`src/rtl/core/bf16_tile_row_argmax_top_macros.svh`:
```
// ----------------------------------------------------------------------------
// bf16 tile row argmax assertion macros
// Shared concurrent assertion forms, clocked on aclk, held off during reset.
// ----------------------------------------------------------------------------
`ifndef BF16_TILE_ROW_ARGMAX_TOP_MACROS_SVH
`define BF16_TILE_ROW_ARGMAX_TOP_MACROS_SVH

// same-cycle implication
`define BTRA_ASSERT_NOW(label, ante, cons, msg) \
    label: assert property (@(posedge aclk) disable iff (!aresetn) (ante) |-> (cons)) \
        else $error(msg);

// next-cycle implication
`define BTRA_ASSERT_NEXT(label, ante, cons, msg) \
    label: assert property (@(posedge aclk) disable iff (!aresetn) (ante) |=> (cons)) \
        else $error(msg);

`endif

```
`src/rtl/core/btra_pkg.sv`:
```
// ----------------------------------------------------------------------------
// bf16 tile row argmax package
// Shared types, widths, register indexes and the bf16 order key.
// ----------------------------------------------------------------------------
package btra_pkg;

    localparam int TILE_ROWS = 32;
    localparam int ROW_W     = 5;
    localparam int KEY_W     = 16;
    localparam int COL_W     = 17;
    localparam int TILE_W    = 12;
    localparam int NROWS_W   = 6;

    localparam logic REG_FIRST_TILE  = 1'b0;
    localparam logic REG_ROWS_IN_USE = 1'b1;

    typedef enum logic {
        ST_IDLE,
        ST_EMIT
    } state_t;

    typedef struct packed {
        logic [COL_W-1:0] col;
        logic [KEY_W-1:0] key;
    } entry_t;

    localparam int ENTRY_W = $bits(entry_t);

    // negative: invert all bits, otherwise flip the sign bit
    function automatic logic [KEY_W-1:0] order_key(input logic [15:0] h);
        logic [KEY_W-1:0] k;
        if (h[15]) begin
            k = ~h;
        end else begin
            k = h ^ 16'h8000;
        end
        return k;
    endfunction

endpackage

```
`src/rtl/core/bf16_tile_row_argmax_top.sv`:
```
// ----------------------------------------------------------------------------
// bf16 tile row argmax
// Per-row running maximum of bf16 tile words, reported as key/column records.
// ----------------------------------------------------------------------------
//  channel | dir | handshake         | payload
//  s_      | in  | s_tvalid/s_tready | tdata: word, tile, offset; tuser: mode
//  m_      | out | m_tvalid/m_tready | tdata: row, key, column; tlast: last
//  cfg_    | in  | cfg_wr_en         | cfg_wr_index, cfg_wr_data
//
// Data beats: one per cycle while idle; read row entry, then compare and write
// back in the next cycle, with a one-entry bypass for back-to-back beats of the same row.
// Finish beat: one RAM read and one record per cycle at best; input is held
// off after the finish beat until the last row's record is loaded, which m_ stalls delay.
// Reset: synchronous, clears control and per-row valid bits; no clearing pass.
// ----------------------------------------------------------------------------
`include "bf16_tile_row_argmax_top_macros.svh"

module bf16_tile_row_argmax_top #(
    parameter int MAX_TILES = 4096
) (
    input  logic        aclk,
    input  logic        aresetn,
    input  logic        cfg_wr_en,
    input  logic        cfg_wr_index,
    input  logic [11:0] cfg_wr_data,
    input  logic        s_tvalid,
    output logic        s_tready,
    input  logic [55:0] s_tdata,   // pair_word[31:0], tile_number[43:32], word_offset[52:44]
    input  logic        s_tuser,   // mode
    output logic        m_tvalid,
    input  logic        m_tready,
    output logic [39:0] m_tdata,   // row[4:0], best_key[20:5], best_column[37:21]
    output logic        m_tlast
);

    localparam int RW = btra_pkg::ROW_W;
    localparam int NW = btra_pkg::NROWS_W;

    // configuration
    logic [btra_pkg::TILE_W-1:0] first_tile_reg;
    logic [NW-1:0]               rows_in_use_reg;
    logic [NW-1:0]               nrows;

    always_ff @(posedge aclk) begin
        if (!aresetn) begin
            first_tile_reg  <= '0;
            rows_in_use_reg <= NW'(btra_pkg::TILE_ROWS);
        end else if (cfg_wr_en) begin
            unique case (cfg_wr_index)
                btra_pkg::REG_FIRST_TILE:  first_tile_reg  <= cfg_wr_data;
                btra_pkg::REG_ROWS_IN_USE: rows_in_use_reg <= cfg_wr_data[NW-1:0];
                default: ;
            endcase
        end
    end

    assign nrows = (rows_in_use_reg > NW'(btra_pkg::TILE_ROWS)) ?
                   NW'(btra_pkg::TILE_ROWS) : rows_in_use_reg;

    // input decode
    logic [31:0]                 s_word;
    logic [btra_pkg::TILE_W-1:0] s_tile;
    logic [8:0]                  s_woff;
    logic                        s_accept;
    logic                        data_beat;
    logic                        fin_beat;
    logic                        tile_ok;
    logic [RW-1:0]               s0_row;
    logic [4:0]                  s0_col5;
    logic [btra_pkg::COL_W-1:0]  s0_base;
    logic [btra_pkg::KEY_W-1:0]  key_even;
    logic [btra_pkg::KEY_W-1:0]  key_odd;
    logic                        s0_go;

    assign s_word  = s_tdata[31:0];
    assign s_tile  = s_tdata[43:32];
    assign s_woff  = s_tdata[52:44];

    assign s_accept  = s_tvalid && s_tready;
    assign data_beat = s_accept && !s_tuser;
    assign fin_beat  = s_accept && s_tuser;
    assign tile_ok   = {20'd0, s_tile} < 32'(MAX_TILES);

    assign s0_row   = {s_woff[8], s_woff[6:3]};
    assign s0_col5  = {s_woff[7], s_woff[2:0], 1'b0};
    assign s0_base  = {s_tile, s0_col5};
    assign key_even = btra_pkg::order_key(s_word[15:0]);
    assign key_odd  = btra_pkg::order_key(s_word[31:16]);
    assign s0_go    = data_beat && tile_ok && ({1'b0, s0_row} < nrows);

    // stage 1: candidate of the pair, even column wins a tie
    logic                       s1_valid_reg;
    logic [RW-1:0]              s1_row_reg;
    btra_pkg::entry_t           s1_cand_reg;

    always_ff @(posedge aclk) begin
        if (!aresetn) begin
            s1_valid_reg <= 1'b0;
        end else begin
            s1_valid_reg <= s0_go;
        end
        if (s0_go) begin
            s1_row_reg <= s0_row;
            if (key_odd > key_even) begin
                s1_cand_reg <= '{col: s0_base | btra_pkg::COL_W'(1), key: key_odd};
            end else begin
                s1_cand_reg <= '{col: s0_base, key: key_even};
            end
        end
    end

    // row memory
    logic                         ram_we;
    logic                         ram_re;
    logic [RW-1:0]                ram_raddr;
    logic [btra_pkg::ENTRY_W-1:0] ram_rdata;
    btra_pkg::entry_t             ram_entry;

    // emit sequencer
    btra_pkg::state_t state_reg, state_next;
    logic [NW-1:0]    rd_idx_reg, rd_idx_next;
    logic             rd_pend_reg, rd_pend_next;
    logic [RW-1:0]    rd_row_reg, rd_row_next;
    logic             issue;
    logic             load;
    logic             load_last;
    logic             clear_all;

    assign ram_re    = issue || s0_go;
    assign ram_raddr = issue ? rd_idx_reg[RW-1:0] : s0_row;
    assign ram_entry = btra_pkg::entry_t'(ram_rdata);

    // stage 1 compare with bypass of the previous write
    logic [btra_pkg::TILE_ROWS-1:0] upd_reg;
    logic                           any_seen_reg;
    logic                           fwd_valid_reg;
    logic [RW-1:0]                  fwd_row_reg;
    btra_pkg::entry_t               fwd_entry_reg;
    btra_pkg::entry_t               old_entry;
    logic                           old_upd;
    logic                           take;

    assign old_upd   = upd_reg[s1_row_reg];
    assign old_entry = (fwd_valid_reg && (fwd_row_reg == s1_row_reg)) ?
                       fwd_entry_reg : ram_entry;

    always_comb begin
        if (!old_upd) begin
            take = s1_cand_reg.key != '0;
        end else begin
            take = (s1_cand_reg.key > old_entry.key) ||
                   ((s1_cand_reg.key == old_entry.key) &&
                    (s1_cand_reg.col < old_entry.col));
        end
    end

    assign ram_we = s1_valid_reg && take;

    btra_ram #(
        .WIDTH (btra_pkg::ENTRY_W),
        .DEPTH (btra_pkg::TILE_ROWS)
    ) u_row_ram (
        .aclk  (aclk),
        .we    (ram_we),
        .waddr (s1_row_reg),
        .wdata (s1_cand_reg),
        .re    (ram_re),
        .raddr (ram_raddr),
        .rdata (ram_rdata)
    );

    always_ff @(posedge aclk) begin
        if (!aresetn) begin
            fwd_valid_reg <= 1'b0;
        end else begin
            fwd_valid_reg <= ram_we;
        end
        if (ram_we) begin
            fwd_row_reg   <= s1_row_reg;
            fwd_entry_reg <= s1_cand_reg;
        end
    end

    assign clear_all = load_last || (fin_beat && (nrows == '0));

    always_ff @(posedge aclk) begin
        if (!aresetn) begin
            upd_reg      <= '0;
            any_seen_reg <= 1'b0;
        end else if (clear_all) begin
            upd_reg      <= '0;
            any_seen_reg <= 1'b0;
        end else begin
            if (ram_we) begin
                upd_reg[s1_row_reg] <= 1'b1;
            end
            if (data_beat && tile_ok) begin
                any_seen_reg <= 1'b1;
            end
        end
    end

    // output register
    logic                       m_valid_reg;
    logic [RW-1:0]              m_row_reg;
    logic [btra_pkg::KEY_W-1:0] m_key_reg;
    logic [btra_pkg::COL_W-1:0] m_col_reg;
    logic                       m_last_reg;
    logic                       rec_last;

    assign load      = rd_pend_reg && (!m_valid_reg || m_tready);
    assign rec_last  = ({1'b0, rd_row_reg} + NW'(1)) == nrows;
    assign load_last = load && rec_last;

    always_comb begin
        state_next   = state_reg;
        rd_idx_next  = rd_idx_reg;
        rd_pend_next = rd_pend_reg;
        rd_row_next  = rd_row_reg;
        issue        = 1'b0;
        s_tready     = 1'b0;
        unique case (state_reg)
            btra_pkg::ST_IDLE: begin
                s_tready = 1'b1;
                if (fin_beat && (nrows != '0)) begin
                    state_next  = btra_pkg::ST_EMIT;
                    rd_idx_next = '0;
                end
            end
            btra_pkg::ST_EMIT: begin
                issue = (rd_idx_reg < nrows) && (!rd_pend_reg || load);
                if (issue) begin
                    rd_pend_next = 1'b1;
                    rd_row_next  = rd_idx_reg[RW-1:0];
                    rd_idx_next  = rd_idx_reg + NW'(1);
                end else if (load) begin
                    rd_pend_next = 1'b0;
                end
                if (load_last) begin
                    state_next = btra_pkg::ST_IDLE;
                end
            end
            default: state_next = btra_pkg::ST_IDLE;
        endcase
    end

    always_ff @(posedge aclk) begin
        if (!aresetn) begin
            state_reg   <= btra_pkg::ST_IDLE;
            rd_idx_reg  <= '0;
            rd_pend_reg <= 1'b0;
        end else begin
            state_reg   <= state_next;
            rd_idx_reg  <= rd_idx_next;
            rd_pend_reg <= rd_pend_next;
        end
        rd_row_reg <= rd_row_next;
    end

    always_ff @(posedge aclk) begin
        if (!aresetn) begin
            m_valid_reg <= 1'b0;
        end else if (load) begin
            m_valid_reg <= 1'b1;
        end else if (m_tready) begin
            m_valid_reg <= 1'b0;
        end
        if (load) begin
            m_row_reg  <= rd_row_reg;
            m_last_reg <= rec_last;
            if (upd_reg[rd_row_reg]) begin
                m_key_reg <= ram_entry.key;
                m_col_reg <= ram_entry.col;
            end else begin
                m_key_reg <= '0;
                m_col_reg <= any_seen_reg ? {first_tile_reg, 5'd0} : '0;
            end
        end
    end

    assign m_tvalid = m_valid_reg;
    assign m_tdata  = {2'b00, m_col_reg, m_key_reg, m_row_reg};
    assign m_tlast  = m_last_reg;

    `BTRA_ASSERT_NOW(a_pend_only_emit, rd_pend_reg, state_reg == btra_pkg::ST_EMIT, "read pending outside emit")
    `BTRA_ASSERT_NOW(a_no_data_in_emit, s1_valid_reg, !rd_pend_reg, "data update overlaps emit read")
    `BTRA_ASSERT_NOW(a_idx_bound, state_reg == btra_pkg::ST_EMIT, rd_idx_reg <= nrows, "emit index past rows in use")
    `BTRA_ASSERT_NOW(a_mid_record_emit, m_valid_reg && !m_last_reg, state_reg == btra_pkg::ST_EMIT, "non-final record outside emit")
    `BTRA_ASSERT_NEXT(a_clear_after_last, load_last, upd_reg == '0, "row state not cleared after finish")

endmodule

```
`src/rtl/core/btra_ram.sv`:
```
// ----------------------------------------------------------------------------
// Generic single-port-write, single-port-read RAM
// One write and one registered read per cycle; read data holds without re.
// ----------------------------------------------------------------------------
module btra_ram #(
    parameter int WIDTH = 33,
    parameter int DEPTH = 32
) (
    input  logic                     aclk,
    input  logic                     we,
    input  logic [$clog2(DEPTH)-1:0] waddr,
    input  logic [WIDTH-1:0]         wdata,
    input  logic                     re,
    input  logic [$clog2(DEPTH)-1:0] raddr,
    output logic [WIDTH-1:0]         rdata
);

    logic [WIDTH-1:0] mem [DEPTH];
    logic [WIDTH-1:0] rdata_reg;

    always_ff @(posedge aclk) begin
        if (we) begin
            mem[waddr] <= wdata;
        end
        if (re) begin
            rdata_reg <= mem[raddr];
        end
    end

    assign rdata = rdata_reg;

endmodule
```
`config.mk`:
```
export PLATFORM = sky130hd
export DESIGN_NAME = bf16_tile_row_argmax_top
export DESIGN_NICKNAME = d
export VERILOG_FILES = /design/src/rtl/core/btra_pkg.sv /design/src/rtl/core/bf16_tile_row_argmax_top.sv /design/src/rtl/core/btra_ram.sv
export VERILOG_INCLUDE_DIRS = /design/src /design/src/rtl/core
export SDC_FILE = /design/constraint.sdc
export NUM_CORES = 2
export LEC_CHECK = 0
export ABC_CLOCK_PERIOD_IN_PS = 9810
export BUFFER_PORTS_ARGS = -buffer_cell sky130_fd_sc_hd__buf_2
export CAP_MARGIN = 20
export CORE_MARGIN = 2
export CORE_UTILIZATION = 55
export CTS_CLUSTER_SIZE = 28
export DETAILED_ROUTE_END_ITERATION = 12
export GPL_ROUTABILITY_DRIVEN = 0
export PLACE_DENSITY = 0.71
export SLEW_MARGIN = 15
export SYNTH_ARGS = -nofsm -noshare
export SYNTH_HDL_FRONTEND = slang
export SYNTH_HIERARCHICAL = 1
export SYNTH_SLANG_ARGS = --single-unit
```
`constraint.sdc`:
```
create_clock -name aclk -period 9.81 [get_ports aclk]
set_input_delay 1.962 -clock aclk [delete_from_list [all_inputs] [get_ports aclk]]
set_output_delay 1.962 -clock aclk [all_outputs]
set_load 0.02 [all_outputs]
```
==> flow_summary.ini <==
[global_routing]
globalRouteOverflowTotal = 0
grt_util_all_layers_pct = 26.4
grtUsageMet2_pct = 41.7
grt_start_max_net_pins = 133
grt_pass1_wl_um = 182000
grt_util_met1_pct = 36.3
grt_antenna_before_repair = 4
gr-max-usage-layer = met2
grt_pass1_vias = 28200
met3_usage_pct = 5.85

[setup_path]
cp.required_ps = 10230
critPathKind = reg -> reg
cp-end-kind = register
path_delay_family = simple AND/OR/NAND/NOR gates
critPathMaxStageDelay_ps = 1130
cp-start-kind = register
worstPathArrival_ps = 8040
critical_path_buf_inv_count = 2
crit_path_max_fanout = 22
critPathSlowestCell = nor2_4
path_cells = xnor2_1 > nand4_1 > nor2_4 > buf_4 > mux2_2 > ha_1 > nand4_1 > or4_1 > nor3_1 > o2111a_1 > nor3_4 > a21oi_4 > nand3_1 > nor2_4 > buf_4

[clock_tree]
cts_resized = 0
cts_made_buffers = 132
hold_buffers = 0
clockBufferDepth = 3
clock-root-buffer = clkbuf_16
cts.sinks = 1271
clkTransAtPathRegs_ps = 60
postCtsSetupBuffers = 0
tritoncts = built
clk_latency_ps = 750
htree_levels = 4

[yosys]
yosys_warnings = 6
ys_seq_elements = 1271
synth_cell_types = 65
synth_top_area_share_pct = 70.6
synthFlopType = edfxtp_1
synthArstFlopShare_pct = 0
synth_enable_flop_cells = 1209
yosysSeqAreaShare_pct = 73.0
ys_top_cells_by_area = edfxtp_1 (71%), mux2i_1 (11%), dfxtp_1 (2.4%), a22o_1 (1.7%), a22oi_1 (1.5%)
synth.avg_cell_area_sq_um = 16.6
yosys.area.top_type = edfxtp_1
synth_cells = 3093
netlist_area_sq_um = 51400

[pwr]
p_int_w = 0.00923
powerDensity_nw_per_um2 = 206
p_leak_nw = 20.1
sw_frac_of_total_pct = 22.6
p_seq_share_pct = 50.9
power.share.clock_pct = 40.9
ir_drop_uv = 172
power_frac_comb_pct = 8.2
p_switching_w = 0.00270

[run]
max_cap_viol_count = 0

[cells_and_area]
largest_reg_flops = 1056
nFillCells = 6603
regArea_sq_um = 37500
nets = 3397
multi_input_area_sq_um = 13100
regMostFlops = u_row_ram/mem
drive_above_1_share_pct = 14.1
syn_to_final_growth_pct = 12.5
fin_area_sq_um = 57900
post-route-util_pct = 62.2

[place]
port_buffers = 112
placed_cell_area_sq_um = 53600
dp_hpwl_um = 69600

[floorplanning]
coreArea_sq_um = 93000
die_area_sq_um = 96000
io_pins = 118
fp-row-count = 112
die_x_um = 310
initial_core_util_pct = 55.3
die_y_um = 310

[outcome]
status = complete, no violations

[sta]
rsz0062_at_grt = false
max_slew_margin_pct = 25.2
maxClockFrequency_mhz = 131
final_hold_viol_count = 0
worst_pin_slew_ps = 1120
skew_ps = 34.4
setup_viol = 0
drv_slew = 0
final.setup.tns_ps = 0
fin_crit_ps = 7620
period_share_pct = 77.7

[route]
wl_um = 126000
routed-via-count = 28500
vias_per_cell = 6.18
remaining_drc_errors = 0
ant_nets = 0
wl_per_cell_um = 27.3
drtIter0Drc = 3416
first_pass_iters = 6

[min_path]
hp-class = reg -> reg
==> worst paths after layout <==
check | start | end | slack, ps | depth (start not counted)
worst min register to register | first_tile_reg[6] | first_tile_reg[6] | 470 | 2
worst max-delay path | s1_row_reg[0] | u_row_ram/mem[31][26] | 2190 | 15
worst max register to register | s1_row_reg[0] | u_row_ram/mem[31][26] | 2190 | 15
worst min-delay path | first_tile_reg[6] | first_tile_reg[6] | 470 | 2
==> power groups by stage <==
| stage | Combinational (W) | Clock, W | Sequential [W] |
|---|---|---|---|
| final | 0.000973 | 0.00488 | 0.00608 |
| after global routing | 0.00104 | 0.00519 | 0.00608 |
| after CTS | 0.000964 | 0.00496 | 0.00608 |
| after detailed placement | 0.000959 | 0 | 0.00619 |
| after global placement | 0.000934 | 0 | 0.00619 |
| after floorplan | 0.000642 | 0 | 0.00621 |
==> layer usage <==
metal / wire, um / up-vias / part of all wire, %
met3: 11900 / 269 / 9.4
met2: 59500 / 1393 / 47
li1: - / 12500 / -
met4: 4230 / 2 / 3.3
met1: 50700 / 14400 / 40
met5: 13 / - / 0.010
==> layout make-up <==
class / instances / area share [%]
Clock buffer: 158 / 6.02
Sequential cell: 1271 / 64.9
Tap cell: 1254 / 2.71
Inverter: 39 / 0.253
Timing Repair Buffer: 204 / 2.30
Clock inverter: 78 / 1.29
Multi-Input combinational cell: 1615 / 22.6
Antenna cell: 1 / 0.00432
==> through the flow <==
step / cells / hold WS, ps / power [W] / setup WS, ps
after CTS: 4618 / 464 / 0.0120 / 2210
after floorplan: 3094 / 424 / 0.00685 / 1810
after detailed placement: 4382 / 456 / 0.00715 / 2260
after global routing: 4619 / 478 / 0.0123 / 1930
final: 4620 / 465 / 0.0119 / 2190
after global placement: 4382 / 449 / 0.00712 / 2320
==> kinds of logic (layout without fill, tap and decap cells) <==
family | Yosys count | in the layout | share of synthesized area (%)
other | 1 | 3 | 0.00729
muxes | 603 | 603 | 12.1
DFF | 1271 | 1271 | 73.0
and+or+nand+nor | 464 | 464 | 4.38
buffers and inverters | 208 | 479 | 2.25
xor gates and xnor gates | 43 | 43 | 0.732
AOI/OAI and AO/OA | 444 | 444 | 6.07
adders and majority gates | 59 | 59 | 1.44
==> worst min-delay path, stage by stage, from the launching register on <==
cell	delay (ps)
dfxtp_1	310
nand2_1	50
a21oi_1	50
==> placed cells by master, fill, tap and decap left out, types with 27 or more instances in the layout <==
cell type / Yosys / layout
edfxtp_1: 1209 / 1209
mux2i_1: 581 / 581
nand2_1: 147 / 145
a21oi_1: 142 / 140
clkbuf_16: 0 / 136
nand3_1: 128 / 128
buf_2: 46 / 112
a22oi_1: 100 / 100
a22o_1: 98 / 98
buf_4: 25 / 86
dfxtp_1: 62 / 62
ha_1: 59 / 59
nor3_1: 38 / 38
xnor2_1: 37 / 37
inv_1: 38 / 37
a31oi_1: 36 / 36
nor2_4: 0 / 34
nor2b_1: 32 / 29
clkinv_1: 0 / 27
==> Yosys cell counts (all sizes together) (7+ instances only) <==
cell type  instances
a21o              11
nand3            128
nand2            147
o21ai             24
a31oi             36
edfxtp          1209
inv               39
buf              108
nor3              39
mux4              15
a22oi            100
mux2i            582
clkbuf            61
nor2b             32
xnor2             37
nand4             16
ha                59
nand2b             7
a22o              98
a21oi            142
nor2              55
and3               8
dfxtp             62
(Power assumes the default switching activity.)
